`src/hdl/c2i_pkg.sv`:
```
`default_nettype none

package c2i_pkg;

  // Input command codes.
  typedef enum logic [1:0] {
    CMD_PUSH  = 2'd0,
    CMD_READ  = 2'd1,
    CMD_CLEAR = 2'd2,
    CMD_NOP   = 2'd3
  } cmd_t;

  // Configuration register indexes (byte address is four times the index).
  typedef enum logic [2:0] {
    REG_LAYOUT_MODE   = 3'd0,
    REG_CHANNEL_COUNT = 3'd1,
    REG_STRIDE_H      = 3'd2,
    REG_STRIDE_W      = 3'd3,
    REG_DILATION_H    = 3'd4,
    REG_DILATION_W    = 3'd5,
    REG_PAD_H         = 3'd6,
    REG_PAD_W         = 3'd7
  } reg_idx_t;

  // Image store geometry and data width.
  localparam int STORE_DEPTH = 4096;
  localparam int STORE_AW    = 12;
  localparam int DATA_W      = 32;

  // Default geometry for the top-level parameters.
  localparam int IMG_H_DEF  = 16;
  localparam int IMG_W_DEF  = 16;
  localparam int GRID_H_DEF = 16;
  localparam int GRID_W_DEF = 16;
  localparam int KERN_H_DEF = 3;
  localparam int KERN_W_DEF = 3;

  // Live configuration as seen by the datapath.
  typedef struct packed {
    logic       layout_mode;
    logic [4:0] channel_count;
    logic [3:0] stride_h;
    logic [3:0] stride_w;
    logic [3:0] dilation_h;
    logic [3:0] dilation_w;
    logic [3:0] pad_h;
    logic [3:0] pad_w;
  } cfg_t;

  // One store request handed from the address pipeline to the accumulator.
  typedef struct packed {
    cmd_t                 cmd;
    logic [DATA_W-1:0]    value;
    logic [STORE_AW-1:0]  addr;
    logic                 inb;
    logic                 done;
  } req_t;

  // Channel count as used by the walk and the address: zero acts as one,
  // anything above sixteen acts as sixteen.
  function automatic logic [4:0] eff_channels(input logic [4:0] count);
    logic [4:0] res;
    res = count;
    if (count == 5'd0) begin
      res = 5'd1;
    end else if (count > 5'd16) begin
      res = 5'd16;
    end
    return res;
  endfunction

endpackage

`default_nettype wire

```
`src/hdl/c2i_accum.sv`:
```
`default_nettype none

module c2i_accum (
  input  wire logic                              clk,
  input  wire logic                              rst,
  // Request from the address pipeline and the word read for it.
  input  wire logic                              req_valid,
  output logic                                   req_ready,
  input  wire c2i_pkg::req_t                     req,
  input  wire logic [c2i_pkg::DATA_W-1:0]        rdata,
  // Write-back into the store.
  output logic                                   we,
  output logic      [c2i_pkg::STORE_AW-1:0]      waddr,
  output logic      [c2i_pkg::DATA_W-1:0]        wdata,
  // Result transaction.
  output logic                                   out_valid,
  input  wire logic                              out_ready,
  output logic      [c2i_pkg::STORE_AW-1:0]      image_addr,
  output logic                                   in_bounds,
  output logic signed [c2i_pkg::DATA_W-1:0]      word_data,
  output logic                                   frame_done,
  output logic                                   saturated
);

  logic                              d_valid;
  c2i_pkg::req_t                     d_req;
  logic                              move_d;

  // Last word written, forwarded when the store read was too early to see it.
  logic                              wb_valid;
  logic [c2i_pkg::STORE_AW-1:0]      wb_addr;
  logic [c2i_pkg::DATA_W-1:0]        wb_data;

  logic [c2i_pkg::DATA_W-1:0]        old_word;
  logic signed [c2i_pkg::DATA_W:0]   sum;
  logic                              sat_hi, sat_lo;
  logic [c2i_pkg::DATA_W-1:0]        sum_sat;

  assign move_d    = d_valid & (~out_valid | out_ready);
  assign req_ready = ~d_valid | move_d;

  assign old_word = (wb_valid && (wb_addr == d_req.addr)) ? wb_data : rdata;

  // Saturating add in Q16.16.
  assign sum     = $signed({old_word[c2i_pkg::DATA_W-1], old_word}) +
                   $signed({d_req.value[c2i_pkg::DATA_W-1], d_req.value});
  assign sat_hi  = ~sum[c2i_pkg::DATA_W] &  sum[c2i_pkg::DATA_W-1];
  assign sat_lo  =  sum[c2i_pkg::DATA_W] & ~sum[c2i_pkg::DATA_W-1];
  assign sum_sat = sat_hi ? {1'b0, {(c2i_pkg::DATA_W-1){1'b1}}} :
                   sat_lo ? {1'b1, {(c2i_pkg::DATA_W-1){1'b0}}} :
                   sum[c2i_pkg::DATA_W-1:0];

  // Write-back happens as the request leaves this stage.
  always_comb begin
    we    = 1'b0;
    waddr = d_req.addr;
    wdata = '0;
    if (move_d) begin
      case (d_req.cmd)
        c2i_pkg::CMD_PUSH: begin
          we    = d_req.inb;
          wdata = sum_sat;
        end
        c2i_pkg::CMD_CLEAR: begin
          we = 1'b1;
        end
        default: begin
          we = 1'b0;
        end
      endcase
    end
  end

  always_ff @(posedge clk) begin
    if (rst) begin
      d_valid   <= 1'b0;
      out_valid <= 1'b0;
      wb_valid  <= 1'b0;
    end else begin
      if (req_valid & req_ready) begin
        d_valid <= 1'b1;
      end else if (move_d) begin
        d_valid <= 1'b0;
      end
      if (move_d) begin
        out_valid <= 1'b1;
      end else if (out_ready) begin
        out_valid <= 1'b0;
      end
      if (we) begin
        wb_valid <= 1'b1;
      end
    end
    if (req_valid & req_ready) begin
      d_req <= req;
    end
    if (we) begin
      wb_addr <= waddr;
      wb_data <= wdata;
    end
    // Result fields per command.
    if (move_d) begin
      image_addr <= '0;
      in_bounds  <= 1'b0;
      word_data  <= '0;
      frame_done <= 1'b0;
      saturated  <= 1'b0;
      case (d_req.cmd)
        c2i_pkg::CMD_PUSH: begin
          frame_done <= d_req.done;
          if (d_req.inb) begin
            image_addr <= d_req.addr;
            in_bounds  <= 1'b1;
            word_data  <= $signed(sum_sat);
            saturated  <= sat_hi | sat_lo;
          end
        end
        c2i_pkg::CMD_READ: begin
          image_addr <= d_req.addr;
          word_data  <= $signed(old_word);
        end
        c2i_pkg::CMD_CLEAR: begin
          image_addr <= d_req.addr;
        end
        default: begin
          image_addr <= '0;
        end
      endcase
    end
  end

endmodule

`default_nettype wire

```
`config.mk`:
```
export PLATFORM = sky130hd
export DESIGN_NAME = c2i_accum
export DESIGN_NICKNAME = d
export VERILOG_FILES = /design/src/hdl/c2i_pkg.sv /design/src/hdl/c2i_accum.sv
export SDC_FILE = /design/constraint.sdc
export NUM_CORES = 1
export LEC_CHECK = 0
export ABC_AREA = 1
export BUFFER_PORTS_ARGS = -buffer_cell sky130_fd_sc_hd__buf_2
export CAP_MARGIN = 25
export CORE_MARGIN = 3
export CORE_UTILIZATION = 35
export DETAILED_ROUTE_END_ITERATION = 6
export HOLD_SLACK_MARGIN = 0.06
export MAX_ROUTING_LAYER = met4
export PLACE_DENSITY = 0.55
export SKIP_LAST_GASP = 1
export SLEW_MARGIN = 10
export SYNTH_ARGS = -nofsm -noshare
export SYNTH_HDL_FRONTEND = slang
export SYNTH_SLANG_ARGS = --single-unit
export TNS_END_PERCENT = 100
```
`constraint.sdc`:
```
create_clock -name clk -period 4.4 [get_ports clk]
set_input_delay 0.22 -clock clk [delete_from_list [all_inputs] [get_ports clk]]
set_output_delay 0.22 -clock clk [all_outputs]
set_load 0.02 [all_outputs]
```
# --- Yosys cells after proc, flatten, opt, wreduce, memory -nomap -nowiden ---
# Cells that the tools add are included.
totals:
  regBits: 142
  output_inout_bits: 94
op_classes:
  n_addsub: 1
  n_eq_ne: 3
  n_mux: 16
  n_bitwise: 11
  reduce_logical: 6
ops:
  columns: ["op", "n"]
  rows:
  - ["two-way mux 32 bit", 6]
  - ["one-hot mux 32 bit (2 select lines)", 1]
  - ["adder 32 x 32 -> 33 bit", 1]
  - ["one-hot mux 12 bit (2 select lines)", 1]
  - ["equality test 12 bit", 1]
  - ["two-way mux 12 bit", 1]
  - ["two-way mux 1 bit", 6]
  - ["AND 1 bit", 4]
  - ["NOT 1 bit", 4]
  - ["nonzero test 2 bit", 2]
  - ["bitwise OR 1 bit", 3]
  - ["equality test 2 x 1 -> 1 bit, second input constant", 1]
  - ["equality test 2 bit, second input constant", 1]
  - ["logical NOT 2 bit", 1]
  - ["one-hot mux 1 bit (2 select lines)", 1]
  - ["AND reduction 2 bit", 1]
  - ["OR reduction 2 bit", 1]
  - ["logical AND 1 bit", 1]

# --- Longest topological paths before layout ---
depth:
  ltp_word: 10
  depth_mapped: 31
  depth_no_buf: 30

# --- Worst setup path after synthesis ---
# OpenSTA, ideal clock, no wires.
synth_timing:
  path_type: "register to register"
  start: "register d_req, in the netlist waddr[6]"
  end: "register wb_data[6] (netlist bit) (data pin)"
  setup_ps: 264
  t_arrival_ps: 3778
  required_time_ps: 4136
  slack_ps: 358
  stages_incl_launch_ff: 24
  n_path_buf: 1
  period_less_slack_ps: 4042
  cell_sequence: "edfxtp_1 xnor2_1 o2111ai_1 nor2_1 nand2_2 or2_2 o21a_1 ha_1 fa_1 nand3_1 nand3_1 nand2_1 nand2_1 nand2_1 nand2_2 nand3b_1 nand3_1 nand2_2 inv_1 ha_1 clkbuf_1 a21oi_1 o21ai_0 a21oi_1"
synth_between:
  elab_chain_len: 10
synth_lines:
  columns: ["item", "line_no", "rtl"]
  rows:
  - ["from (decl)", "c2i_accum.sv:26", "c2i_pkg::req_t d_req;"]
  - ["from (signal assigned)", "c2i_accum.sv:95", "d_req <= req;"]
  - ["equality test 12 bit *", "c2i_accum.sv:42", "assign old_word = (wb_valid && (wb_addr == d_req.addr)) ? wb_data : rdata;"]
  - ["logical AND 1 bit *", "c2i_accum.sv:42", null]
  - ["two-way mux 32 bit *", "c2i_accum.sv:42", null]
  - ["adder 32 x 32 -> 33 bit *", "c2i_accum.sv:45", "assign sum = $signed({old_word[c2i_pkg::DATA_W-1], old_word}) +"]
  - ["NOT 1 bit", "c2i_accum.sv:48", "assign sat_lo = sum[c2i_pkg::DATA_W] & ~sum[c2i_pkg::DATA_W-1];"]
  - ["AND 1 bit", "c2i_accum.sv:48", null]
  - ["two-way mux 32 bit", "c2i_accum.sv:50", "sat_lo ? {1'b1, {(c2i_pkg::DATA_W-1){1'b0}}} :"]
  - ["two-way mux 32 bit *", "c2i_accum.sv:49", "assign sum_sat = sat_hi ? {1'b0, {(c2i_pkg::DATA_W-1){1'b1}}} :"]
  - ["two-way mux 32 bit *", "c2i_accum.sv:59", "case (d_req.cmd)"]
  - ["two-way mux 32 bit *", "c2i_accum.sv:58", "if (move_d) begin"]
  - ["via wdata, one bit", "c2i_accum.sv:14", "output logic [c2i_pkg::DATA_W-1:0] wdata,"]
  - ["to (signal assigned)", "c2i_accum.sv:99", "wb_data <= wdata;"]
  - ["to (decl)", "c2i_accum.sv:32", "logic [c2i_pkg::DATA_W-1:0] wb_data;"]
# Mark *: on every way through the listed nets, which the timed path passes. The rest lies on a longest branch.
# A chain may end at the register's enable or synchronous reset.

# --- Worst setup path in the final report ---
layout_timing:
  start: "register d_req, in the netlist waddr[0]"
  end: "output wdata[10] (netlist bit)"
layout_between:
  elab_chain_len: 10
layout_lines:
  columns: ["item", "line_no"]
  rows:
  - ["equality test 12 bit *", "c2i_accum.sv:42"]
  - ["logical AND 1 bit *", "c2i_accum.sv:42"]
  - ["two-way mux 32 bit *", "c2i_accum.sv:42"]
  - ["adder 32 x 32 -> 33 bit *", "c2i_accum.sv:45"]
  - ["NOT 1 bit", "c2i_accum.sv:48"]
  - ["AND 1 bit", "c2i_accum.sv:48"]
  - ["two-way mux 32 bit", "c2i_accum.sv:50"]
  - ["two-way mux 32 bit *", "c2i_accum.sv:49"]
  - ["two-way mux 32 bit *", "c2i_accum.sv:59"]
  - ["two-way mux 32 bit *", "c2i_accum.sv:58"]
  - ["to (decl)", "c2i_accum.sv:14"]
# Mark *: on every way between the ends. The rest lies on a longest branch, timed or not.

==> flow_summary.json <==
{
  "tightest_slew_ns": 0.878,
  "maxCapViolations": 0,
  "grt_pass1_vias": 7794,
  "syn_inst": 1025,
  "rr_worst_depth": 29,
  "fin_crit_sh_pct": 105,
  "regToRegSetupSlack_ns": 0.13,
  "io_buffers": 177,
  "whs_endpoint": "d_valid",
  "clock-sinks": 142,
  "drv_slew": 0,
  "synth_fp_nets": 1148,
  "grt_remaining_overflow": 0,
  "synth.largest_area_cell": "edfxtp_1",
  "grt_usage_pct": 21.5,
  "rows": 56,
  "violations": "setup timing",
  "worstPathMaxFanout": 7,
  "startpoint_type": "flip-flop",
  "synth.area.top_cells": "edfxtp_1, nand2_1, inv_1, ha_1, a21oi_1",
  "synth_top_area_share_pct": 48.6,
  "finalSetupViolCount": 31,
  "vias": 7983,
  "antenna_cells": 0,
  "r2r_end": "wb_data[4]",
  "initial_core_util_pct": 36.1,
  "cts_tree": "done",
  "syn_to_final_growth_pct": 47.1,
  "die_w_um": 163,
  "relSlewSlack_pct": 41.4,
  "hold_class": "primary input to flip-flop",
  "min_from": "req_valid",
  "avgRoutedWirePerCell_um": 17.2,
  "dp_hpwl_um": 19200,
  "endpoint_kind": "primary output",
  "r2r-start": "waddr[0]",
  "h-tree-depth": 4,
  "clockBufferDepth": 2,
  "drc": 0,
  "syn_area_um2": 8590,
  "final_layout_size_suffix_gt1_share_pct": 37.0,
  "cp.depth": 29,
  "ioPinCount": 178,
  "cpMostUsedCell": "nand2_2",
  "synth-warning-count": 0,
  "status": "complete, but fails checks",
  "synth_edf_count": 139,
  "path_class": "flip-flop to primary output",
  "ctsRootBufferMaster": "clkbuf_16",
  "critPathBufInv": 6,
  "insertion_delay_ns": 0.44,
  "p_per_area_nw_per_um2": 332,
  "leakagePower_uw": 0.00578,
  "synthArstFlopShare_pct": 0,
  "timing.final.hold_violations": 0,
  "coreArea_um2": 23800,
  "synth.most_common_cell": "nand2_1",
  "grt_pass1_wl_um": 42400,
  "setup_tns_ns": -4.80,
  "crit_family": "simple AND/OR/NAND/NOR gates",
  "fmax_mhz": 216,
  "rsz0062_at_grt": "yes",
  "numCtsBuffers": 17,
  "ys_seq_elements": 142,
  "antenna_found_initial": 0,
  "finClkSkew_ns": 0.0164,
  "fin_nets": 1444,
  "slowest_stage": "edfxtp_1",
  "fp.dieH_um": 163,
  "ant_nets": 0,
  "yosysSeqAreaShare_pct": 49.3,
  "crit_arrival_ns": 4.41,
  "drt_pass1_iterations": 5,
  "post_drt_via_cell_ratio": 4.83,
  "fin_crit_ns": 4.63,
  "die-area_um2": 26500,
  "routed_wl_um": 28400,
  "syn_avg_cell_area_um2": 8.38,
  "synth_common_cells": "nand2_1, inv_1, edfxtp_1",
  "slowest_delay_ns": 0.39,
  "irDropWorstVdd_mv": 0.225,
  "fin_ws_ns": -0.228,
  "clk_pin_slew_ns": 0.07,
  "ys.flop_type": "edfxtp_1",
  "hold_depth": 3,
  "place_ws_ns": 0.0124,
  "grt_max_degree": 49,
  "synth.distinct_cells": 36,
  "cp.required_ns": 4.18,
  "gp_congestion": 0.925,
  "drt-initial-drc-count": 437
}
[worst max-delay path by stage]
stage,from,end,slack [ns]
finish,waddr[0],wdata[10],-0.23
global route,waddr[0],wdata[10],-0.45
CTS,waddr[1],wdata[16],-0.22
detailed placement,waddr[5],wdata[4],0.01
global placement,waddr[1],wdata[10],0.07
floorplan,waddr[6],wb_data[6],0.36
[cell type report]
cell class,instances,area (um2)
Sequential cell,142,4230
Tap cell,319,399
Clock buffer,17,425
Inverter,158,617
Multi-Input combinational cell,688,4340
Timing Repair Buffer,314,2420
Clock inverter,15,191
Fill cell,2256,11200
[worst reg2reg max path: cells and delay by family (launching register included)]
family | cells | cell delay, ns
compound gates | 6 | 0.73
fa+ha+maj | 3 | 0.74
buf+inv | 7 | 0.82
flops | 1 | 0.39
simple gates | 13 | 1.36
[where the power goes]
part | internal (uW) | switching, uW
sequential | 1570 | 31.3
combinational | 451 | 636
clock | 821 | 691
total | 2840 | 1360
[what timing repair did]
action,in CTS,in global routing
setup buffers,23,15
endpoints found under the setup margin,31,34
gates resized for setup,121,130
pin swaps,27,53
hold buffers,50,0
cloned,4,3
hold endpoints to repair,51,0
[metrics by stage]
stage / util (%) / power (uW) / std cells / area, um2 / hold slack [ns]
2_1_floorplan: - / 2130 / 1025 / 8590 / 0.289
3_3_place_gp: 42.2 / 2430 / 1525 / 10000 / 0.397
3_5_place_dp: 42.2 / 2430 / 1525 / 10000 / 0.398
4_1_cts: 50.1 / 4090 / 1634 / 11900 / 0.0609
5_1_grt: 53.0 / 4390 / 1653 / 12600 / 0.0765
6_report: 53.0 / 4200 / 1653 / 12600 / 0.0808
[state kept, by name, summed over array words and instances, names as in the netlist]
signal,count
d_req,36
wb_data,32
word_data,32
image_addr,12
waddr,12
wb_addr,12
d_valid,1
frame_done,1
in_bounds,1
out_valid,1
saturated,1
wb_valid,1
[placed cells by master, fill, tap and decap left out, drive strengths merged, types with 3 or more instances in the layout]
cell and instances:
o21ai 27, edfxtp 139, nand2 333, or2 13
o211ai 34, nor3 8, inv 164, clkbuf 20
o21bai 4, nand3 49, dlygate4sd3 50, nand3b 3
buf 259, clkinv 7, a21oi 67, o21a 32
nand4 7, ha 38, dfxtp 3, nor2 63
xnor2 4
[cells by family (layout without fill, tap and decap cells)]
group / after synthesis / count (layout) / share of synthesized area [%]
fa+ha+maj: 39 / 39 / 5.77
compound gates: 167 / 167 / 12.2
simple gates: 478 / 478 / 22.9
flops: 142 / 142 / 49.3
xor+xnor: 4 / 4 / 0.408
buf+inv: 195 / 504 / 9.42
[layer usage]
metal  share of wire, %  vias up  GRT usage (%)
met1                 44     3776           26.9
met3                3.9       30           2.87
met5                  0        -              -
li1                   -     3974              -
met4                1.5        0           5.73
met2                 51      203           36.8
Power figures use the tool's default switching activity.
