--- config.mk ---
export PLATFORM = sky130hd
export DESIGN_NAME = c2i_addr
export DESIGN_NICKNAME = d
export VERILOG_FILES = /design/src/hdl/c2i_pkg.sv /design/src/hdl/c2i_addr.sv
export SDC_FILE = /design/constraint.sdc
export NUM_CORES = 1
export LEC_CHECK = 0
export ABC_AREA = 1
export BUFFER_PORTS_ARGS = -buffer_cell sky130_fd_sc_hd__buf_4
export CORE_MARGIN = 8
export CORE_UTILIZATION = 35
export CTS_CLUSTER_SIZE = 16
export DETAILED_ROUTE_END_ITERATION = 12
export PLACE_DENSITY = 0.63
export SYNTH_ARGS = -nofsm -noshare
export SYNTH_HDL_FRONTEND = slang
export SYNTH_SLANG_ARGS = --single-unit
--- constraint.sdc ---
create_clock -name clk -period 6.5 [get_ports clk]
set_input_delay 1.3 -clock clk [delete_from_list [all_inputs] [get_ports clk]]
set_output_delay 1.3 -clock clk [all_outputs]
set_load 0.03 [all_outputs]
--- src/hdl/c2i_pkg.sv ---
`default_nettype none

package c2i_pkg;

  // Input command codes.
  typedef enum logic [1:0] {
    CMD_PUSH  = 2'd0,
    CMD_READ  = 2'd1,
    CMD_CLEAR = 2'd2,
    CMD_NOP   = 2'd3
  } cmd_t;

  // Configuration register indexes (byte address is four times the index).
  typedef enum logic [2:0] {
    REG_LAYOUT_MODE   = 3'd0,
    REG_CHANNEL_COUNT = 3'd1,
    REG_STRIDE_H      = 3'd2,
    REG_STRIDE_W      = 3'd3,
    REG_DILATION_H    = 3'd4,
    REG_DILATION_W    = 3'd5,
    REG_PAD_H         = 3'd6,
    REG_PAD_W         = 3'd7
  } reg_idx_t;

  // Image store geometry and data width.
  localparam int STORE_DEPTH = 4096;
  localparam int STORE_AW    = 12;
  localparam int DATA_W      = 32;

  // Default geometry for the top-level parameters.
  localparam int IMG_H_DEF  = 16;
  localparam int IMG_W_DEF  = 16;
  localparam int GRID_H_DEF = 16;
  localparam int GRID_W_DEF = 16;
  localparam int KERN_H_DEF = 3;
  localparam int KERN_W_DEF = 3;

  // Live configuration as seen by the datapath.
  typedef struct packed {
    logic       layout_mode;
    logic [4:0] channel_count;
    logic [3:0] stride_h;
    logic [3:0] stride_w;
    logic [3:0] dilation_h;
    logic [3:0] dilation_w;
    logic [3:0] pad_h;
    logic [3:0] pad_w;
  } cfg_t;

  // One store request handed from the address pipeline to the accumulator.
  typedef struct packed {
    cmd_t                 cmd;
    logic [DATA_W-1:0]    value;
    logic [STORE_AW-1:0]  addr;
    logic                 inb;
    logic                 done;
  } req_t;

  // Channel count as used by the walk and the address: zero acts as one,
  // anything above sixteen acts as sixteen.
  function automatic logic [4:0] eff_channels(input logic [4:0] count);
    logic [4:0] res;
    res = count;
    if (count == 5'd0) begin
      res = 5'd1;
    end else if (count > 5'd16) begin
      res = 5'd16;
    end
    return res;
  endfunction

endpackage

`default_nettype wire

--- src/hdl/c2i_addr.sv ---
`default_nettype none

module c2i_addr #(
  parameter int IMG_H  = c2i_pkg::IMG_H_DEF,
  parameter int IMG_W  = c2i_pkg::IMG_W_DEF,
  parameter int KERN_H = c2i_pkg::KERN_H_DEF,
  parameter int KERN_W = c2i_pkg::KERN_W_DEF,
  parameter int GRID_H = c2i_pkg::GRID_H_DEF,
  parameter int GRID_W = c2i_pkg::GRID_W_DEF,
  localparam int KRW = (KERN_H > 1) ? $clog2(KERN_H) : 1,
  localparam int KCW = (KERN_W > 1) ? $clog2(KERN_W) : 1,
  localparam int GRW = (GRID_H > 1) ? $clog2(GRID_H) : 1,
  localparam int GCW = (GRID_W > 1) ? $clog2(GRID_W) : 1
) (
  input  wire logic                              clk,
  input  wire logic                              rst,
  input  wire c2i_pkg::cfg_t                     cfg,
  // Accepted input transaction and the walk position it carries.
  input  wire logic                              accept,
  output logic                                   a_free,
  input  wire c2i_pkg::cmd_t                     cmd,
  input  wire logic [c2i_pkg::DATA_W-1:0]        value,
  input  wire logic [c2i_pkg::STORE_AW-1:0]      waddr,
  input  wire logic [3:0]                        chan_pos,
  input  wire logic [KRW-1:0]                    krow_pos,
  input  wire logic [KCW-1:0]                    kcol_pos,
  input  wire logic [GRW-1:0]                    grow_pos,
  input  wire logic [GCW-1:0]                    gcol_pos,
  input  wire logic                              done,
  // Request toward the accumulator; the store read is issued as it moves.
  output logic                                   req_valid,
  input  wire logic                              req_ready,
  output c2i_pkg::req_t                          req,
  output logic                                   rd_en,
  output logic      [c2i_pkg::STORE_AW-1:0]      rd_addr
);

  localparam int MXW  = (KRW > GRW) ? KRW : GRW;
  localparam int MYW  = (KCW > GCW) ? KCW : GCW;
  localparam int IHW0 = MXW + 6;
  localparam int IWW0 = MYW + 6;
  localparam int IHW  = (IHW0 > 8) ? IHW0 : 8;
  localparam int IWW  = (IWW0 > 8) ? IWW0 : 8;
  localparam int ROWW = (IMG_H > 1) ? $clog2(IMG_H) : 1;
  localparam int COLW = (IMG_W > 1) ? $clog2(IMG_W) : 1;
  localparam int PIXW = (IMG_H * IMG_W > 1) ? $clog2(IMG_H * IMG_W) : 1;
  localparam int AFW  = $clog2(16 * IMG_H * IMG_W);

  // Image row and column of the element being accepted.
  logic        [KRW+3:0] kr_prod;
  logic        [GRW+3:0] gr_prod;
  logic        [KCW+3:0] kc_prod;
  logic        [GCW+3:0] gc_prod;
  logic signed [IHW-1:0] ih_c;
  logic signed [IWW-1:0] iw_c;

  assign kr_prod = (KRW+4)'(krow_pos) * (KRW+4)'(cfg.dilation_h);
  assign gr_prod = (GRW+4)'(grow_pos) * (GRW+4)'(cfg.stride_h);
  assign kc_prod = (KCW+4)'(kcol_pos) * (KCW+4)'(cfg.dilation_w);
  assign gc_prod = (GCW+4)'(gcol_pos) * (GCW+4)'(cfg.stride_w);
  assign ih_c = $signed(IHW'(kr_prod)) + $signed(IHW'(gr_prod)) - $signed(IHW'(cfg.pad_h));
  assign iw_c = $signed(IWW'(kc_prod)) + $signed(IWW'(gc_prod)) - $signed(IWW'(cfg.pad_w));

  // First stage: transaction plus image row and column.
  logic                              a_valid;
  c2i_pkg::cmd_t                     a_cmd;
  logic [c2i_pkg::DATA_W-1:0]        a_value;
  logic [c2i_pkg::STORE_AW-1:0]      a_waddr;
  logic                              a_done;
  logic [3:0]                        a_chan;
  logic signed [IHW-1:0]             a_ih;
  logic signed [IWW-1:0]             a_iw;

  // Second stage: bounds check and pixel index inside one channel plane.
  logic                              b_valid;
  c2i_pkg::cmd_t                     b_cmd;
  logic [c2i_pkg::DATA_W-1:0]        b_value;
  logic [c2i_pkg::STORE_AW-1:0]      b_waddr;
  logic                              b_done;
  logic [3:0]                        b_chan;
  logic                              b_inb;
  logic [PIXW-1:0]                   b_pix;

  logic            move_a, move_b, b_free;
  logic            inb_c;
  logic [PIXW-1:0] pix_c;

  assign move_b = b_valid & req_ready;
  assign b_free = ~b_valid | move_b;
  assign move_a = a_valid & b_free;
  assign a_free = ~a_valid | move_a;

  assign inb_c = ~a_ih[IHW-1] && (a_ih < $signed(IHW'(IMG_H))) &&
                 ~a_iw[IWW-1] && (a_iw < $signed(IWW'(IMG_W)));
  assign pix_c = PIXW'(a_ih[ROWW-1:0]) * PIXW'(IMG_W) + PIXW'(a_iw[COLW-1:0]);

  always_ff @(posedge clk) begin
    if (rst) begin
      a_valid <= 1'b0;
      b_valid <= 1'b0;
    end else begin
      if (accept) begin
        a_valid <= 1'b1;
      end else if (move_a) begin
        a_valid <= 1'b0;
      end
      if (move_a) begin
        b_valid <= 1'b1;
      end else if (move_b) begin
        b_valid <= 1'b0;
      end
    end
    if (accept) begin
      a_cmd   <= cmd;
      a_value <= value;
      a_waddr <= waddr;
      a_done  <= done;
      a_chan  <= chan_pos;
      a_ih    <= ih_c;
      a_iw    <= iw_c;
    end
    if (move_a) begin
      b_cmd   <= a_cmd;
      b_value <= a_value;
      b_waddr <= a_waddr;
      b_done  <= a_done;
      b_chan  <= a_chan;
      b_inb   <= inb_c;
      b_pix   <= pix_c;
    end
  end

  // Store address for the layout; positions past the store are dropped.
  logic [4:0]     ch_lim;
  logic [AFW-1:0] addr_full;
  logic           fits;

  assign ch_lim = c2i_pkg::eff_channels(cfg.channel_count);

  always_comb begin
    if (cfg.layout_mode == 1'b0) begin
      addr_full = AFW'(b_chan) * AFW'(IMG_H * IMG_W) + AFW'(b_pix);
    end else begin
      addr_full = AFW'(b_pix) * AFW'(ch_lim) + AFW'(b_chan);
    end
    fits = 32'(addr_full) < 32'(c2i_pkg::STORE_DEPTH);
  end

  // Request to the accumulator.
  always_comb begin
    req.cmd   = b_cmd;
    req.value = b_value;
    req.done  = 1'b0;
    req.inb   = 1'b0;
    req.addr  = b_waddr;
    if (b_cmd == c2i_pkg::CMD_PUSH) begin
      req.done = b_done;
      req.inb  = b_inb & fits;
      req.addr = (b_inb & fits) ? c2i_pkg::STORE_AW'(addr_full) : '0;
    end
  end

  assign req_valid = b_valid;
  assign rd_en     = move_b;
  assign rd_addr   = req.addr;

endmodule

`default_nettype wire

=== Word level (Yosys, flattened, before mapping) ===
Index checks and enable logic that the tools add are counted.

* Bits of input ports: 97
* Flip-flop bits (word level): 133

* Bitwise operators: 8
* Multipliers: 5
* Magnitude comparators: 3
* Add/subtract/negate cells: 7
* Reductions and logical operators: 7
* Muxes and demuxes: 9

{| class="wikitable"
|+ Operator list
! operator !! number
|-
| $mux 12 || 2
|-
| $lt 10x6->1 const B || 2
|-
| $sub 9x4->10 || 2
|-
| $add 6x8->9 || 2
|-
| $mul 4x4->8 || 2
|-
| $mux 14 || 1
|-
| $add 12x4->12 || 1
|-
| $add 12x8->12 || 1
|-
| $mul 2x4->6 || 2
|-
| $mul 8x5->12 || 1
|-
| $mux 5 || 2
|-
| $add 8x4->8 || 1
|-
| $gt 5x5->1 const B || 1
|-
| $logic_not 5->1 || 1
|-
| $mux 1 || 4
|-
| $not 1->1 || 4
|-
| $reduce_bool 2->1 || 2
|-
| $logic_and 1x1->1 || 3
|-
| $and 1x1->1 || 2
|-
| $logic_not 2->1 || 1
|-
| $or 1x1->1 || 2
|}

=== Depth between registers and ports, before layout ===
* Depth in word-level cells: 8
* Mapped depth: 23
* Mapped depth without buffers: 21

=== Least setup slack after synthesis ===
Ideal clock, no wire load.

* Path type: input to output
* Start point: input port cfg[24] (netlist name)
* End point: output port req[5] (netlist name)
* Data required time: 5.200 ns
* Cell stages on the path: 13
* Data arrival time: 5.027 ns
* Path buffers: 1
* Setup slack: 0.173 ns
* Cell sequence: nor4_2 o21ai_2 or2_1 fa_1 inv_1 ha_1 fa_1 inv_1 fa_1 nand2_1 o21ai_0 o21ai_0 buf_4

* Longest elaborated chain between the ends: 8
* Elaborated cells between the ends (all ways): 9
* Those cells by class: add/sub (1); mul (1); order compare (1); mux (5); reduce/logical (1)

{| class="wikitable"
|+ Ends and longest elaborated chain
! what !! RTL line !! RTL
|-
| start: declaration || c2i_addr.sv:17 || <nowiki>input wire c2i_pkg::cfg_t cfg,</nowiki>
|-
| $gt 5x5->1 || c2i_pkg.sv:66 || <nowiki>end else if (count > 5'd16) begin</nowiki>
|-
| $mux 5 || c2i_pkg.sv:66 ||
|-
| $mux 5 (*) || c2i_pkg.sv:64 || <nowiki>if (count == 5'd0) begin</nowiki>
|-
| $mul 8x5->12 (*) || c2i_addr.sv:144 || <nowiki>addr_full = AFW'(b_pix) * AFW'(ch_lim) + AFW'(b_chan);</nowiki>
|-
| $add 12x4->12 (*) || c2i_addr.sv:144 ||
|-
| $mux 12 (*) || c2i_addr.sv:141 || <nowiki>if (cfg.layout_mode == 1'b0) begin</nowiki>
|-
| $mux 12 (*) || c2i_addr.sv:159 || <nowiki>req.addr = (b_inb & fits) ? c2i_pkg::STORE_AW'(addr_full) : '0;</nowiki>
|-
| $mux 14 (*) || c2i_addr.sv:156 || <nowiki>if (b_cmd == c2i_pkg::CMD_PUSH) begin</nowiki>
|-
| end: declaration || c2i_addr.sv:33 || <nowiki>output c2i_pkg::req_t req,</nowiki>
|}

Every way passes the cells marked *; elsewhere a longest branch is shown, timed or not.

=== Worst setup path in the final report ===
* Start point: input port cfg[26] (netlist name)
* End point: output port rd_addr[8] (netlist name)

* Longest elaborated chain between the ends: 8
* Elaborated cells between the ends (all ways): 9
* Those cells by class: add/sub (1); mul (1); order compare (1); mux (5); reduce/logical (1)

{| class="wikitable"
|+ Ends and longest elaborated chain
! what !! RTL line !! RTL
|-
| $gt 5x5->1 || c2i_pkg.sv:66 ||
|-
| $mux 5 || c2i_pkg.sv:66 ||
|-
| $mux 5 (*) || c2i_pkg.sv:64 ||
|-
| $mul 8x5->12 (*) || c2i_addr.sv:144 ||
|-
| $add 12x4->12 (*) || c2i_addr.sv:144 ||
|-
| $mux 12 (*) || c2i_addr.sv:141 ||
|-
| $mux 12 (*) || c2i_addr.sv:159 ||
|-
| $mux 14 (*) || c2i_addr.sv:156 ||
|-
| end: declaration || c2i_addr.sv:35 || <nowiki>output logic [c2i_pkg::STORE_AW-1:0] rd_addr</nowiki>
|}

Marked as above.

==> results.py <==
metrics = {
    "run": {
        "maxCapViolations": 0,
    },
    "pwr": {
        "switching_power_uw": 869,
        "total_power_mw": 2.90,
        "pwr-share-comb": 0.288,
        "power_density_mw_per_mm2": 290,
        "sw_frac_of_total": 0.299,
        "clkPwrFrac": 0.328,
        "seq_power_share": 0.384,
        "vdd_drop_max_mv": 0.218,
        "internal_power_mw": 2.04,
        "p_leak_nw": 4.78,
    },
    "sta": {
        "slew_headroom": 0.395,
        "rsz0062_at_grt": "no",
        "final.min_clock_period_ns": 6.28,
        "timing.hold.ws_ns": 0.410,
        "finClkSkew_ns": 0.0147,
        "fin_crit_sh": 0.966,
        "fmax_mhz": 159,
        "worst_pin_slew_ns": 0.908,
        "setup_tns_ns": 0,
        "hold_viol_final": 0,
        "final_max_slew_viol_count": 0,
        "setup_viol": 0,
    },
    "floorplan": {
        "core_area_mm2": 0.0219,
        "fp.dieH_um": 165,
        "rows": 54,
        "start_util": 0.357,
        "die_w_um": 165,
        "dieArea_mm2": 0.0273,
        "ioPinCount": 160,
    },
    "yosys": {
        "synth_edf_count": 131,
        "synth-seq-cells": 133,
        "syn_nets": 913,
        "netlist_instances": 694,
        "async_reset_ff_frac": 0,
        "ys_warn_count": 0,
        "ys_seq_area_frac": 0.509,
        "synth_top_area_frac": 0.504,
        "ys_types": 26,
        "avgSynthCellArea_um2": 11.2,
        "synthTopCellsByArea": "edfxtp_1, fa_1, ha_1, nand2_1, inv_1",
        "yosys.area.top_type": "edfxtp_1",
        "synthFlopType": "edfxtp_1",
        "syn_area_mm2": 0.00780,
    },
    "grt": {
        "antenna_found_initial": 0,
        "grt_pass1_vias": 5240,
        "grt-ovfl-total": 0,
        "grt.busiest_layer": "met2",
        "grt_max_degree": 73,
        "grt_pass1_wl_mm": 26.3,
        "met3_usage": 0.0342,
        "grt.met2_usage": 0.228,
        "use_met1": 0.139,
        "grt_usage": 0.125,
    },
    "cells_and_area": {
        "finalNetCount": 1084,
        "syn2layout_area_growth_pct": 28.4,
        "layout_commonest_cell": "buf_4",
        "drive_above_1_share": 0.250,
        "diodes": 0,
        "post-route-util": 0.458,
        "final_cell_mix": "buf_4, inv_1, nand2_1, edfxtp_1, ha_1",
    },
    "critical_path": {
        "end_kind": "output pin",
        "cp_max_fo": 3,
        "crit_required_ns": 5.20,
        "path_class": "in2out",
        "worst_ep_arrival_time_ns": 4.98,
        "worst_setup_path_start_kind": "primary input",
    },
    "drt": {
        "ant_nets": 0,
        "vias": 5162,
        "drt_first_pass_iters": 4,
        "routed_wl_mm": 16.5,
        "drtIter0Drc": 226,
        "remaining_drc_errors": 0,
        "routedWlPerCell_um": 14.3,
        "routed_via_density": 4.46,
    },
    "placement": {
        "hpwl_mm": 13.3,
        "globalplace.congestion": 0.828,
        "port_buffers": 159,
    },
    "min_path": {
        "hp-class": "reg2reg",
    },
    "clocking": {
        "tritoncts": "built",
        "numCtsBuffers": 17,
        "cts.clk_slew.worst_paths_ns": 0.05,
        "hold_buffers": 0,
        "cts-root-buf": "clkbuf_16",
        "cts_buffer_depth": 2,
        "cts_htree_levels": 4,
        "insertion_delay_ns": 0.42,
        "clock_sinks": 133,
    },
    "run_status": {
        "status": "finished, final reports clean",
    },
}
-- cell type report --
class	instances	area [um^2]
fill	2064	11900
sequential	133	3970
multi-input combinational	406	3320
timing repair buffer	169	1270
inverter	138	518
clock buffer	19	433
tap	280	350
clock inverter	12	155
-- metal layers --
metal  vias up  wire (um)
met2        78       8970
met5         -          0
met1      2480       6650
li1       2585          -
met3        19        652
met4         0        274
-- critical path: stages --
cell,delay (ns)
buf_4,0.14
nor4_4,0.35
buf_4,0.18
o21ai_2,0.07
or2_1,0.22
fa_1,0.48
inv_1,0.04
ha_1,0.30
fa_1,0.57
inv_1,0.07
fa_2,0.42
o21ai_4,0.20
nand2_1,0.09
nand3_1,0.07
nand2_1,0.05
o21ai_0,0.15
nand2_1,0.09
buf_4,0.18
-- cells in the mapped netlist, types with 2 or more instances --
master	n
nor4_1	3
o21ai_2	2
a21oi_1	25
ha_1	73
o211ai_1	4
nand3_1	25
dfxtp_1	2
fa_1	49
nand4_1	5
xnor2_1	2
buf_4	13
or2_1	2
clkbuf_1	3
o21ai_0	13
xor2_1	15
inv_1	138
edfxtp_1	131
nor2_1	43
nand2_1	139
-- logic make-up (layout without fill, tap and decap cells) --
family / after synthesis / count (layout) / share of synthesized area
AO/OA/AOI/OAI: 47 / 47 / 0.0330
XOR/XNOR: 17 / 17 / 0.0191
adder cells (fa/ha/maj): 122 / 122 / 0.243
buffers and inverters: 155 / 338 / 0.0810
flip-flops: 133 / 133 / 0.509
AND/OR/NAND/NOR: 220 / 220 / 0.115
-- through the flow --
step / setup slack [ns] / std cells / instance area (um^2)
6_report: 0.222 / 1157 / 10000
5_1_grt: 0.00748 / 1157 / 10000
4_1_cts: 0.00181 / 1155 / 9890
3_5_place_dp: 0.00636 / 1124 / 9310
3_3_place_gp: 0.0822 / 1124 / 9310
2_1_floorplan: 0.173 / 694 / 7800
-- sequential cells by signal (all words and copies together) (netlist names), 2 cells and up --
name	cells
b_cmd	2
a_chan	4
a_ih	10
a_cmd	2
a_iw	10
a_value	32
b_pix	8
a_waddr	12
b_value	32
b_waddr	12
b_chan	4
-- path summary, 6_finish.rpt --
path	from	end	slack, ns	cells past startpoint
setup reg to reg	req_valid$_SDFFE_PP0P_	b_waddr[10]$_DFFE_PP_	4.69	2
hold / removal	a_iw[3]$_DFFE_PP_	b_pix[3]$_DFFE_PP_	0.41	0
hold reg to reg	a_iw[3]$_DFFE_PP_	b_pix[3]$_DFFE_PP_	0.41	0
setup / recovery	cfg[26]	rd_addr[8]	0.22	18
-- power by group through the flow --
stage	Clock, mW	Sequential (mW)	Combinational [mW]
6_report	0.952	1.12	0.836
4_1_cts	0.972	1.12	0.818
3_5_place_dp	0	1.13	0.811
2_1_floorplan	0	1.15	0.552
5_1_grt	1.01	1.13	0.957
3_3_place_gp	0	1.13	0.802
-- timing repair --
action                     in CTS  in global routing
resized for setup               0                 23
setup buffers                   0                  2
setup endpoints to repair       0                 14
Note: power is estimated with default switching activity, not from simulation.
