--- config.mk ---
export PLATFORM = sky130hd
export DESIGN_NAME = c2i_walk
export DESIGN_NICKNAME = d
export VERILOG_FILES = /design/src/hdl/c2i_pkg.sv /design/src/hdl/c2i_walk.sv
export SDC_FILE = /design/constraint.sdc
export NUM_CORES = 1
export LEC_CHECK = 0
export BUFFER_PORTS_ARGS = -buffer_cell sky130_fd_sc_hd__buf_2
export CAP_MARGIN = 25
export CORE_ASPECT_RATIO = 2
export CORE_UTILIZATION = 35
export CTS_BUF_LIST = sky130_fd_sc_hd__clkbuf_8
export DETAILED_ROUTE_END_ITERATION = 16
export MAX_ROUTING_LAYER = met4
export SKIP_CTS_REPAIR_TIMING = 1
export SYNTH_ARGS = -nofsm -noshare
export SYNTH_HDL_FRONTEND = slang
export SYNTH_SLANG_ARGS = --single-unit
--- constraint.sdc ---
create_clock -name clk -period 3.07 [get_ports clk]
set_input_delay 0.614 -clock clk [delete_from_list [all_inputs] [get_ports clk]]
set_output_delay 0.614 -clock clk [all_outputs]
set_load 0.005 [all_outputs]
--- src/hdl/c2i_pkg.sv ---
`default_nettype none

package c2i_pkg;

  // Input command codes.
  typedef enum logic [1:0] {
    CMD_PUSH  = 2'd0,
    CMD_READ  = 2'd1,
    CMD_CLEAR = 2'd2,
    CMD_NOP   = 2'd3
  } cmd_t;

  // Configuration register indexes (byte address is four times the index).
  typedef enum logic [2:0] {
    REG_LAYOUT_MODE   = 3'd0,
    REG_CHANNEL_COUNT = 3'd1,
    REG_STRIDE_H      = 3'd2,
    REG_STRIDE_W      = 3'd3,
    REG_DILATION_H    = 3'd4,
    REG_DILATION_W    = 3'd5,
    REG_PAD_H         = 3'd6,
    REG_PAD_W         = 3'd7
  } reg_idx_t;

  // Image store geometry and data width.
  localparam int STORE_DEPTH = 4096;
  localparam int STORE_AW    = 12;
  localparam int DATA_W      = 32;

  // Default geometry for the top-level parameters.
  localparam int IMG_H_DEF  = 16;
  localparam int IMG_W_DEF  = 16;
  localparam int GRID_H_DEF = 16;
  localparam int GRID_W_DEF = 16;
  localparam int KERN_H_DEF = 3;
  localparam int KERN_W_DEF = 3;

  // Live configuration as seen by the datapath.
  typedef struct packed {
    logic       layout_mode;
    logic [4:0] channel_count;
    logic [3:0] stride_h;
    logic [3:0] stride_w;
    logic [3:0] dilation_h;
    logic [3:0] dilation_w;
    logic [3:0] pad_h;
    logic [3:0] pad_w;
  } cfg_t;

  // One store request handed from the address pipeline to the accumulator.
  typedef struct packed {
    cmd_t                 cmd;
    logic [DATA_W-1:0]    value;
    logic [STORE_AW-1:0]  addr;
    logic                 inb;
    logic                 done;
  } req_t;

  // Channel count as used by the walk and the address: zero acts as one,
  // anything above sixteen acts as sixteen.
  function automatic logic [4:0] eff_channels(input logic [4:0] count);
    logic [4:0] res;
    res = count;
    if (count == 5'd0) begin
      res = 5'd1;
    end else if (count > 5'd16) begin
      res = 5'd16;
    end
    return res;
  endfunction

endpackage

`default_nettype wire

--- src/hdl/c2i_walk.sv ---
`default_nettype none

module c2i_walk #(
  parameter int KERN_H = c2i_pkg::KERN_H_DEF,
  parameter int KERN_W = c2i_pkg::KERN_W_DEF,
  parameter int GRID_H = c2i_pkg::GRID_H_DEF,
  parameter int GRID_W = c2i_pkg::GRID_W_DEF,
  localparam int KRW = (KERN_H > 1) ? $clog2(KERN_H) : 1,
  localparam int KCW = (KERN_W > 1) ? $clog2(KERN_W) : 1,
  localparam int GRW = (GRID_H > 1) ? $clog2(GRID_H) : 1,
  localparam int GCW = (GRID_W > 1) ? $clog2(GRID_W) : 1
) (
  input  wire logic                clk,
  input  wire logic                rst,
  input  wire c2i_pkg::cfg_t       cfg,
  input  wire logic                step,
  output logic      [3:0]          chan_pos,
  output logic      [KRW-1:0]      krow_pos,
  output logic      [KCW-1:0]      kcol_pos,
  output logic      [GRW-1:0]      grow_pos,
  output logic      [GCW-1:0]      gcol_pos,
  output logic                     done
);

  logic [4:0] ch_lim;
  logic       ch_wrap, kr_wrap, kc_wrap, gr_wrap, gc_wrap;
  logic       adv_gr, adv_kc, adv_kr, adv_ch;

  assign ch_lim = c2i_pkg::eff_channels(cfg.channel_count);

  // A position wraps when one more step would reach its limit.
  assign ch_wrap = ({1'b0, chan_pos} + 5'd1) >= ch_lim;
  assign kr_wrap = ({1'b0, krow_pos} + (KRW+1)'(1)) >= (KRW+1)'(KERN_H);
  assign kc_wrap = ({1'b0, kcol_pos} + (KCW+1)'(1)) >= (KCW+1)'(KERN_W);
  assign gr_wrap = ({1'b0, grow_pos} + (GRW+1)'(1)) >= (GRW+1)'(GRID_H);
  assign gc_wrap = ({1'b0, gcol_pos} + (GCW+1)'(1)) >= (GCW+1)'(GRID_W);

  // Carry chain; the order of the outer positions follows the layout.
  always_comb begin
    adv_gr = gc_wrap;
    if (cfg.layout_mode == 1'b0) begin
      adv_kc = gc_wrap & gr_wrap;
      adv_kr = adv_kc & kc_wrap;
      adv_ch = adv_kr & kr_wrap;
      done   = adv_ch & ch_wrap;
    end else begin
      adv_ch = gc_wrap & gr_wrap;
      adv_kc = adv_ch & ch_wrap;
      adv_kr = adv_kc & kc_wrap;
      done   = adv_kr & kr_wrap;
    end
  end

  // Position registers advance on every push.
  always_ff @(posedge clk) begin
    if (rst) begin
      chan_pos <= '0;
      krow_pos <= '0;
      kcol_pos <= '0;
      grow_pos <= '0;
      gcol_pos <= '0;
    end else if (step) begin
      gcol_pos <= gc_wrap ? '0 : gcol_pos + GCW'(1);
      if (adv_gr) begin
        grow_pos <= gr_wrap ? '0 : grow_pos + GRW'(1);
      end
      if (adv_kc) begin
        kcol_pos <= kc_wrap ? '0 : kcol_pos + KCW'(1);
      end
      if (adv_kr) begin
        krow_pos <= kr_wrap ? '0 : krow_pos + KRW'(1);
      end
      if (adv_ch) begin
        chan_pos <= ch_wrap ? '0 : chan_pos + 4'd1;
      end
    end
  end

endmodule

`default_nettype wire

Yosys cells after proc, flatten, opt, wreduce, memory -nomap -nowiden
Cells that the tools add are included.
Widths: inputs -> output; s select.
- reductions and logical operators: 5
- $lt $le $gt $ge: 6
- add/sub/neg operators: 10
- multiplexer cells: 11
- bitwise operators: 7
- operators with widths (cell ; count):
    $add 4x1->5 const B ; 3
    $add 4x1->4 const B ; 3
    $mux 4 ; 3
    $ge 5x5->1 const B ; 2
    $mux 5 ; 2
    $reduce_and 2->1 ; 4
    $and 1x1->1 ; 7
    $add 2x1->3 const B ; 2
    $ge 3x2->1 const B ; 2
    $ge 5x5->1 ; 1
    $gt 5x5->1 const B ; 1
    $logic_not 5->1 ; 1
    $add 2x1->2 const B ; 2
    $mux 1 ; 4
    $mux 2 ; 2
- input port bits: 33
- flip-flop bits (word level): 16
- word-level logic and storage cells: 44

Longest topological paths before layout
Gate-level depths: netlist (run 1).
- word-level depth: 8
- depth in mapped cells: 8
- depth with buffers taken out: 8

Least setup slack after synthesis (run 1)
OpenSTA, ideal clock, no wires.
- kind: input-to-output
- start point: input port cfg[25] in the netlist's numbering
- end point: output port done
- buffers on the path: 0
- path slack: 0.630 ns
- stages: 8
- arrival: 1.826 ns
- data required time: 2.456 ns
- path through: nor3_1 -> nor2_1 -> nor2_1 -> ha_1 -> nor2b_1 -> o21a_1 -> o21ai_0 -> and3_1
- cells in the longest elaborated chain, start to end: 8
- elaborated cells on any way between the ends: 10
- those cells by class: order compare: 2; mux: 3; bitwise: 4; reduce/logical: 1
- ends and longest elaborated chain (element ; line ; source):
    from (decl) ; c2i_walk.sv:15 ; input wire c2i_pkg::cfg_t cfg,
    $gt 5x5->1 ; c2i_pkg.sv:66 ; end else if (count > 5'd16) begin
    $mux 5 ; c2i_pkg.sv:66 ;
    $mux 5 (*) ; c2i_pkg.sv:64 ; if (count == 5'd0) begin
    $ge 5x5->1 (*) ; c2i_walk.sv:32 ; assign ch_wrap = ({1'b0, chan_pos} + 5'd1) >= ch_lim;
    $and 1x1->1 ; c2i_walk.sv:48 ; adv_kc = adv_ch & ch_wrap;
    $and 1x1->1 ; c2i_walk.sv:49 ; adv_kr = adv_kc & kc_wrap;
    $and 1x1->1 ; c2i_walk.sv:50 ; done = adv_kr & kr_wrap;
    $mux 1 (*) ; c2i_walk.sv:41 ; if (cfg.layout_mode == 1'b0) begin
    to (decl) ; c2i_walk.sv:22 ; output logic done
Every way passes the cells marked *; elsewhere a longest branch is shown, timed or not.

Final worst setup path (run 1)
- start point: register chan_pos[0]
- end point: output port done
- cells in the longest elaborated chain, start to end: 6
- elaborated cells on any way between the ends: 7
- those cells by class: add/sub: 1; order compare: 1; mux: 1; bitwise: 4
- ends and longest elaborated chain (element ; line ; source):
    from (decl) ; c2i_walk.sv:17 ; output logic [3:0] chan_pos,
    from (signal assigned) ; c2i_walk.sv:74 ; chan_pos <= ch_wrap ? '0 : chan_pos + 4'd1;
    $add 4x1->5 (*) ; c2i_walk.sv:32 ;
    $ge 5x5->1 (*) ; c2i_walk.sv:32 ;
    $and 1x1->1 ; c2i_walk.sv:48 ;
    $and 1x1->1 ; c2i_walk.sv:49 ;
    $and 1x1->1 ; c2i_walk.sv:50 ;
    $mux 1 (*) ; c2i_walk.sv:41 ;
Marked as above.

==> results of run 1 <==
[through the flow]
step | hold slack (ns) | instance area, sq um | instances | setup slack (ns) | utilization
finish | 0.495 | 1230 | 177 | 0.167 | 0.448
global route | 0.533 | 1230 | 177 | 0.0192 | 0.448
CTS | 0.496 | 1230 | 177 | 0.146 | 0.448
detailed placement | 0.488 | 1170 | 173 | 0.239 | 0.428
global placement | 0.483 | 1170 | 173 | 0.251 | 0.428
floorplan | 0.477 | 1020 | 120 | 0.630 | -
[cells in the final DEF (no fill, tap or decap), drive strengths merged]
cell | synthesis | layout
a21o | 1 | 1
a21oi | 13 | 13
and2b | 1 | 1
and3 | 3 | 3
and4 | 2 | 2
buf | 0 | 27
clkbuf | 3 | 4
dfxtp | 16 | 16
ha | 8 | 8
inv | 3 | 3
mux2 | 1 | 1
mux2i | 2 | 2
nand2 | 16 | 16
nand2b | 2 | 2
nand3 | 2 | 2
nand4 | 5 | 5
nor2 | 9 | 9
nor2b | 3 | 3
nor3 | 6 | 6
nor3b | 1 | 1
o2111ai | 4 | 4
o211a | 1 | 1
o211ai | 2 | 2
o21a | 1 | 1
o21ai | 2 | 2
o31ai | 2 | 2
or2 | 1 | 1
or3 | 2 | 2
or3b | 1 | 1
or4 | 1 | 1
xnor2 | 2 | 2
xor2 | 4 | 4
[area by class of cell]
| class | instances | area, sq um |
|---|---|---|
| well taps | 29 | 36.3 |
| repair buffers | 27 | 140 |
| flip-flops and latches | 16 | 320 |
| clock buffers | 4 | 55.1 |
| fillers | 296 | 1510 |
| inverters | 3 | 11.3 |
| multi-input cells | 98 | 663 |
[cell usage after synthesis (all sizes together) (2+ instances only)]
cell type | n | area, sq um
dfxtp | 16 | 320
nand2 | 16 | 60.1
a21oi | 13 | 65.1
nor2 | 9 | 33.8
ha | 8 | 100
nor3 | 6 | 30.0
nand4 | 5 | 46.3
o2111ai | 4 | 35.0
xor2 | 4 | 35.0
and3 | 3 | 18.8
clkbuf | 3 | 21.3
inv | 3 | 11.3
nor2b | 3 | 18.8
and4 | 2 | 18.8
mux2i | 2 | 20.0
nand2b | 2 | 12.5
nand3 | 2 | 10.0
o211ai | 2 | 20.0
o21ai | 2 | 10.0
o31ai | 2 | 15.0
or3 | 2 | 17.5
xnor2 | 2 | 17.5
[report_power, final]
part	switching (W)	total [W]	internal (W)
Combinational	0.0000228	0.0000402	0.0000174
Sequential	0.00000318	0.000214	0.000210
Clock	0.0000719	0.000186	0.000114
Total	0.0000978	0.000439	0.000342
[tightest hold or removal path: stages, from the launching register on]
cell and delay [ns]:
dfxtp_1 0.34, nand2_1 0.06, a21oi_1 0.05
[metal layers]
layer	track usage	routed length [um]	share of wire
met1	0.158	897	0.38
met3	0.0254	67	0.028
met4	0.0759	62	0.026
met5	-	0	0
met2	0.334	1330	0.56
[path summary, 6_finish.rpt]
check | cells after the start | slack [ns] | start | to
worst min-delay path | 2 | 0.49 | chan_pos[1] | chan_pos[1]
worst min register to register | 2 | 0.49 | chan_pos[1] | chan_pos[1]
worst max-delay path | 8 | 0.17 | chan_pos[0] | done
worst max register to register | 7 | 0.81 | chan_pos[0] | krow_pos[0]
[cell families after synthesis]
logic type	Yosys count	share of synthesized area
compound gates	26	0.167
xor+xnor	6	0.0517
fa+ha+maj	8	0.0985
buf+inv	6	0.0320
flops	16	0.315
mux	3	0.0308
simple gates	55	0.304
[flip-flops by register name, indices dropped and copies added, names as in the netlist]
signal and flops:
kcol_pos 2, chan_pos 4, krow_pos 2, gcol_pos 4, grow_pos 4
==> impl_metrics.json, run 1 <==
{
  "setup_viol": 0,
  "dp_hpwl_um": 1870,
  "crit_arrival_ns": 2.29,
  "cts-root-buf": "clkbuf_8",
  "ys.flop_type": "dfxtp_1",
  "cts_tree": "built",
  "hold_viol": 0,
  "grt_pass1_vias": 980,
  "antenna_found_initial": 0,
  "routed_via_density": 5.52,
  "yosysSeqAreaShare": 0.315,
  "die_area_sq_mm": 0.00314,
  "drc": 0,
  "endpoint_kind": "output pin",
  "antenna_left": 0,
  "grt_overflow_total": 0,
  "peakVddDrop_uv": 283,
  "syn_nets": 161,
  "syn-cell-area_sq_mm": 0.00102,
  "synth_cells": 120,
  "fin_tns_setup_ns": 0,
  "period_needed_ns": 2.90,
  "finClkSkew_ns": 0.00307,
  "drt_wl_total_um": 2360,
  "crit_path_top_delay_cell": "dfxtp_1",
  "p_leak_nw": 0.564,
  "cts_buffers": 3,
  "slew_violations": 0,
  "io_pins": 50,
  "nNetsFinal": 190,
  "clockBufferDepth": 2,
  "drive_gt1_frac": 0.270,
  "p_per_area_mw_per_mm2": 358,
  "outcome": "finished clean",
  "synthArstFlopShare": 0,
  "grt_max_degree": 20,
  "crit_type": "reg2out",
  "holdCritPathClass": "reg2reg",
  "fmax_mhz": 344,
  "syn_area_per_cell_sq_um": 8.47,
  "route.vias.total": 977,
  "rsz0062_at_grt": "false",
  "fp-row-count": 27,
  "critPathBufInv": 1,
  "htreeDepth": 1,
  "yosys_register_bits": 16,
  "clock_sinks": 16,
  "synth_warnings": 0,
  "fin_crit_sh": 0.946,
  "cpPeakStageDelay_ns": 0.43,
  "worst_pin_slew_ns": 0.354,
  "diodes": 0,
  "synth.distinct_cells": 36,
  "start_kind": "register",
  "die_height_um": 78.2,
  "path_cells": "ha_1, xor2_1, ha_1, a21oi_1, o21a_1, o21ai_0, and3_1, buf_2",
  "cp_top_family": "compound AO/OA/AOI/OAI gates",
  "synth_edf_count": 0,
  "grtUsageTotal": 0.179,
  "clkSlewWorstSetupHoldPaths_ns": 0.06,
  "crit_required_ns": 2.46,
  "clock_latency_ns": 0.25,
  "area_delta_synth_final_pct": 20.7,
  "worst-path-max-fanout": 6,
  "maxCapViolations": 0,
  "first_iter_violations": 21,
  "die_x_um": 40.1,
  "maxSlewHeadroom": 0.762,
  "grt_pass1_wl_um": 3940,
  "gp_congestion": 0.755,
  "start_util": 0.371,
  "wl_per_cell_um": 13.3,
  "port_buffers": 25,
  "core_sq_mm": 0.00274,
  "cp_common_cell": "ha_1",
  "total_power_w": 0.000439,
  "dr.pass1.iters": 3
}
Power figures use the tool's default switching activity.
==> run 2: changes to the inputs <==
Settings changed: PLACE_DENSITY set to 0.64.
==> impl_metrics.json, run 2 (synthesis gave the netlist of run 1 again) <==
{
  "outcome": "finished clean",
  "hold_viol": 0,
  "core_sq_mm": 0.00274,
  "antenna_found_initial": 0,
  "routed-wl-met3_um": 82,
  "crit_arrival_ns": 2.26,
  "dpl-instance-area_sq_mm": 0.00116,
  "setup_viol": 0,
  "hold_start": "chan_pos[1]",
  "nFillCells": 288,
  "drive_gt1_frac": 0.284,
  "routed_via_density": 5.51,
  "finClkSkew_ns": 0.00157,
  "highest_layer": "met4",
  "final_cell_mix": "25 x buf_2, 16 x nand2_1, 16 x dfxtp_1, 12 x a21oi_1, 9 x nor2_1",
  "p_int_w": 0.000342,
  "wl_met2_um": 1230,
  "dp_hpwl_um": 1800,
  "peakVddDrop_uv": 272,
  "worst_pin_slew_ns": 0.361,
  "r2r_slack_ns": 0.90,
  "reg_top3": "chan_pos (4), gcol_pos (4), grow_pos (4)",
  "route.vias.total": 976,
  "nNetsFinal": 190,
  "clock_latency_ns": 0.25,
  "htreeDepth": 1,
  "critPathBufInv": 1,
  "diodes": 0,
  "clock_sinks": 16,
  "clkSlewWorstSetupHoldPaths_ns": 0.06,
  "final_common_cell": "buf_2",
  "worst-path-max-fanout": 4,
  "grt_overflow_total": 0,
  "crit_path_top_delay_cell": "dfxtp_1",
  "clockBufferDepth": 2,
  "cp_top_family": "compound AO/OA/AOI/OAI gates",
  "drt_wl_total_um": 2260,
  "fp-row-count": 27,
  "p_per_area_mw_per_mm2": 357,
  "io_pins": 50,
  "drc": 0,
  "r2r-start": "chan_pos[0]",
  "reg2reg_depth": 8,
  "wl_per_cell_um": 12.8,
  "gp_congestion": 0.785,
  "fin_tns_setup_ns": 0,
  "grt_pass1_wl_um": 3710,
  "slew_violations": 0,
  "endpoint_kind": "output pin",
  "maxSlewHeadroom": 0.757,
  "p_clk_frac": 0.422,
  "die_area_sq_mm": 0.00314,
  "crit_type": "reg2out",
  "hold_depth": 2,
  "start_kind": "register",
  "wl_met1_um": 875,
  "hold_end": "chan_pos[1]",
  "die_x_um": 40.1,
  "cpPeakStageDelay_ns": 0.38,
  "holdWs_ns": 0.502,
  "period_needed_ns": 2.88,
  "grt_max_degree": 20,
  "p_leak_nw": 0.563,
  "grt_pass1_vias": 943,
  "port_buffers": 25,
  "path_cells": "ha_2, xor2_1, ha_1, a21oi_2, o21a_1, o21ai_0, and3_1, buf_2",
  "holdCritPathClass": "reg2reg",
  "dr.pass1.iters": 4,
  "cts-root-buf": "clkbuf_8",
  "die_height_um": 78.2,
  "p_seq_frac": 0.487,
  "fin_crit_sh": 0.937,
  "area_delta_synth_final_pct": 21.3,
  "maxCapViolations": 0,
  "r2r-end": "krow_pos[0]",
  "sw_frac_of_total": 0.222,
  "first_iter_violations": 6,
  "fmax_mhz": 348,
  "rsz0062_at_grt": "false",
  "cts_tree": "built",
  "combPwrFrac": 0.091,
  "start_util": 0.371,
  "grtUsageTotal": 0.167,
  "cts_buffers": 3,
  "final_area_sq_mm": 0.00123,
  "crit_required_ns": 2.46,
  "p_sw_w": 0.0000977,
  "antenna_left": 0
}
==> run 2: cell count changes in the layout (fill, tap and decap cells not counted) <==
cell	previous run	this run
a21oi_1	13	12
a21oi_2	0	1
ha_1	8	7
ha_2	0	1
==> run 2: power by group through the flow <==
stage | sequential, W | clock, W | combinational [W]
CTS | 0.000214 | 0.000195 | 0.0000388
global placement | 0.000218 | 0 | 0.0000373
detailed placement | 0.000218 | 0 | 0.0000387
floorplan | 0.000218 | 0 | 0.0000253
global route | 0.000214 | 0.000201 | 0.0000446
finish | 0.000214 | 0.000186 | 0.0000400
==> run 2: worst max-delay path by stage <==
stage                           start   end  slack (ns)  depth (start not counted)
after floorplan               cfg[25]  done        0.63                          8
after global placement        cfg[25]  done        0.26                         10
after detailed placement      cfg[25]  done        0.24                         10
after CTS                 chan_pos[1]  done        0.09                          8
after global routing      chan_pos[1]  done        0.03                          8
final                     chan_pos[1]  done        0.19                          8
==> run 2: metrics by stage <==
stage / instances / util / setup WS, ns / total power [W]
CTS: 176 / 0.445 / 0.0857 / 0.000448
global placement: 172 / 0.425 / 0.256 / 0.000256
floorplan: 120 / - / 0.630 / 0.000244
global route: 177 / 0.450 / 0.0331 / 0.000460
finish: 177 / 0.450 / 0.193 / 0.000439
detailed placement: 172 / 0.425 / 0.239 / 0.000257
==> run 2: worst reg2reg max path, cell delays in order (launching register included) <==
cell and delay, ns:
dfxtp_1 0.34, buf_4 0.14, nand3_1 0.09, xnor2_1 0.21
ha_1 0.27, or2_2 0.29, a21o_1 0.20, and4_1 0.25
mux2_2 0.27
==> run 2: area by class of cell <==
type | count | area, sq um | area share
Clock buffer | 4 | 55.1 | 0.0447
Multi-Input combinational cell | 98 | 669 | 0.543
Timing Repair Buffer | 27 | 140 | 0.114
Tap cell | 29 | 36.3 | 0.0294
Sequential cell | 16 | 320 | 0.260
Inverter | 3 | 11.3 | 0.00914
==> run 2: routing by layer <==
metal,global-route usage,up-vias
met3,0.0198,7
li1,-,497
met1,0.151,446
met5,-,-
met2,0.298,26
met4,0.0966,0
==> run 3: changes to the inputs <==
Settings changed: CORE_MARGIN set to 3, SLEW_MARGIN set to 20.
==> impl_metrics.json, run 3 (synthesis gave the netlist of run 1 again) <==
{
  "fin_tns_setup_ns": 0,
  "wl_per_cell_um": 14.1,
  "antenna_found_initial": 0,
  "finClkSkew_ns": 0.00423,
  "dpl-instance-area_sq_mm": 0.00116,
  "routed_via_density": 5.56,
  "crit_path_top_delay_cell": "dfxtp_1",
  "period_needed_ns": 2.85,
  "crit_required_ns": 2.46,
  "area_delta_synth_final_pct": 18.8,
  "route.vias.total": 967,
  "grt.busiest_layer": "met2",
  "gp_congestion": 0.826,
  "final_area_sq_mm": 0.00121,
  "grt_max_degree": 20,
  "grt_pass1_vias": 997,
  "start_kind": "register",
  "clockBufferDepth": 2,
  "dp_hpwl_um": 1990,
  "crit_type": "reg2out",
  "final_common_cell": "buf_2",
  "drc": 0,
  "worst-path-max-fanout": 6,
  "clock_sinks": 16,
  "maxCapViolations": 0,
  "hold_viol": 0,
  "fin_ws_ns": 0.219,
  "io_pins": 50,
  "cts-root-buf": "clkbuf_8",
  "first_iter_violations": 23,
  "fmax_mhz": 351,
  "cpPeakStageDelay_ns": 0.42,
  "holdWs_ns": 0.493,
  "fp-row-count": 27,
  "diodes": 0,
  "port_buffers": 25,
  "die_height_um": 82.2,
  "cts_buffers": 3,
  "p_leak_nw": 0.550,
  "pre_cts_slack_ns": 0.135,
  "total_power_w": 0.000409,
  "outcome": "finished clean",
  "clkSlewWorstSetupHoldPaths_ns": 0.06,
  "endpoint_kind": "output pin",
  "nNetsFinal": 188,
  "crit_arrival_ns": 2.24,
  "maxSlewHeadroom": 0.766,
  "holdCritPathClass": "reg2reg",
  "cp_common_cell": "ha_1",
  "p_per_area_mw_per_mm2": 339,
  "use_met2": 0.306,
  "worst_pin_slew_ns": 0.351,
  "rsz0062_at_grt": "false",
  "slew_violations": 0,
  "peakVddDrop_uv": 179,
  "antenna_left": 0,
  "drt_wl_total_um": 2450,
  "met3_usage": 0.0239,
  "nFillCells": 294,
  "fin_crit_sh": 0.929,
  "dr.pass1.iters": 4,
  "die_area_sq_mm": 0.00362,
  "htreeDepth": 1,
  "core_sq_mm": 0.00277,
  "start_util": 0.367,
  "grt_overflow_total": 0,
  "grt_pass1_wl_um": 4250,
  "reg_top3": "chan_pos (4), gcol_pos (4), grow_pos (4)",
  "path_cells": "ha_1, xor2_1, ha_1, a21oi_2, o21a_1, o21ai_1, and3_1, buf_2",
  "die_x_um": 44.1,
  "final_cell_mix": "25 x buf_2, 16 x nand2_1, 16 x dfxtp_1, 11 x a21oi_1, 9 x nor2_1",
  "grtUsageTotal": 0.160,
  "cts_tree": "built",
  "setup_viol": 0,
  "drive_gt1_frac": 0.276,
  "use_met1": 0.145,
  "clock_latency_ns": 0.25
}
[run 3: changes by cell type in the layout (fill, tap and decap cells not counted)]
| cell | change |
|---|---|
| buf_4 | -2 |
| a21oi_1 | -1 |
| a21oi_2 | +1 |
| clkbuf_8 | -1 |
| ha_1 | +1 |
| ha_2 | -1 |
| nor2b_1 | -1 |
| nor2b_2 | +1 |
| o21ai_0 | -1 |
| o21ai_1 | +1 |
[run 3: metrics by stage]
step,util,instances
CTS,0.432,174
finish,0.436,174
global route,0.436,174
detailed placement,0.417,171
global placement,0.417,171
floorplan,-,120
[run 3: power by group]
| group | switching, W | internal, W |
|---|---|---|
| clock network | 0.0000683 | 0.0000870 |
| logic | 0.0000235 | 0.0000166 |
| registers | 0.00000330 | 0.000211 |
[run 3: final cells by class]
cell class | count | area (sq um) | share of cell area
clock buffer | 3 | 41.3 | 0.0342
inverter | 3 | 11.3 | 0.00933
multi-input combinational | 98 | 673 | 0.558
sequential | 16 | 320 | 0.265
tap | 29 | 36.3 | 0.0301
timing repair buffer | 25 | 125 | 0.104
[run 3: path summary, 6_finish.rpt]
| path | start | to | slack (ns) | cells past startpoint |
|---|---|---|---|---|
| worst min register to register | chan_pos[1] | chan_pos[1] | 0.49 | 2 |
| worst max register to register | chan_pos[2] | krow_pos[0] | 0.85 | 7 |
| worst min-delay path | chan_pos[1] | chan_pos[1] | 0.49 | 2 |
| worst max-delay path | chan_pos[0] | done | 0.22 | 8 |
[run 3: layer usage]
| metal | up-vias | part of all wire | routed length (um) |
|---|---|---|---|
| met2 | 19 | 0.57 | 1400 |
| met3 | 7 | 0.034 | 83 |
| li1 | 490 | - | - |
| met1 | 451 | 0.37 | 900 |
| met4 | 0 | 0.028 | 68 |
| met5 | - | 0 | 0 |
[run 3: worst max-delay path: cells and delay by family (launching register included)]
kind                     cells  cell delay, ns
flip-flops                   1            0.42
buffers and inverters        1            0.12
adder cells (fa/ha/maj)      2            0.52
AND/OR/NAND/NOR              1            0.19
XOR/XNOR                     1            0.17
AO/OA/AOI/OAI                3            0.56
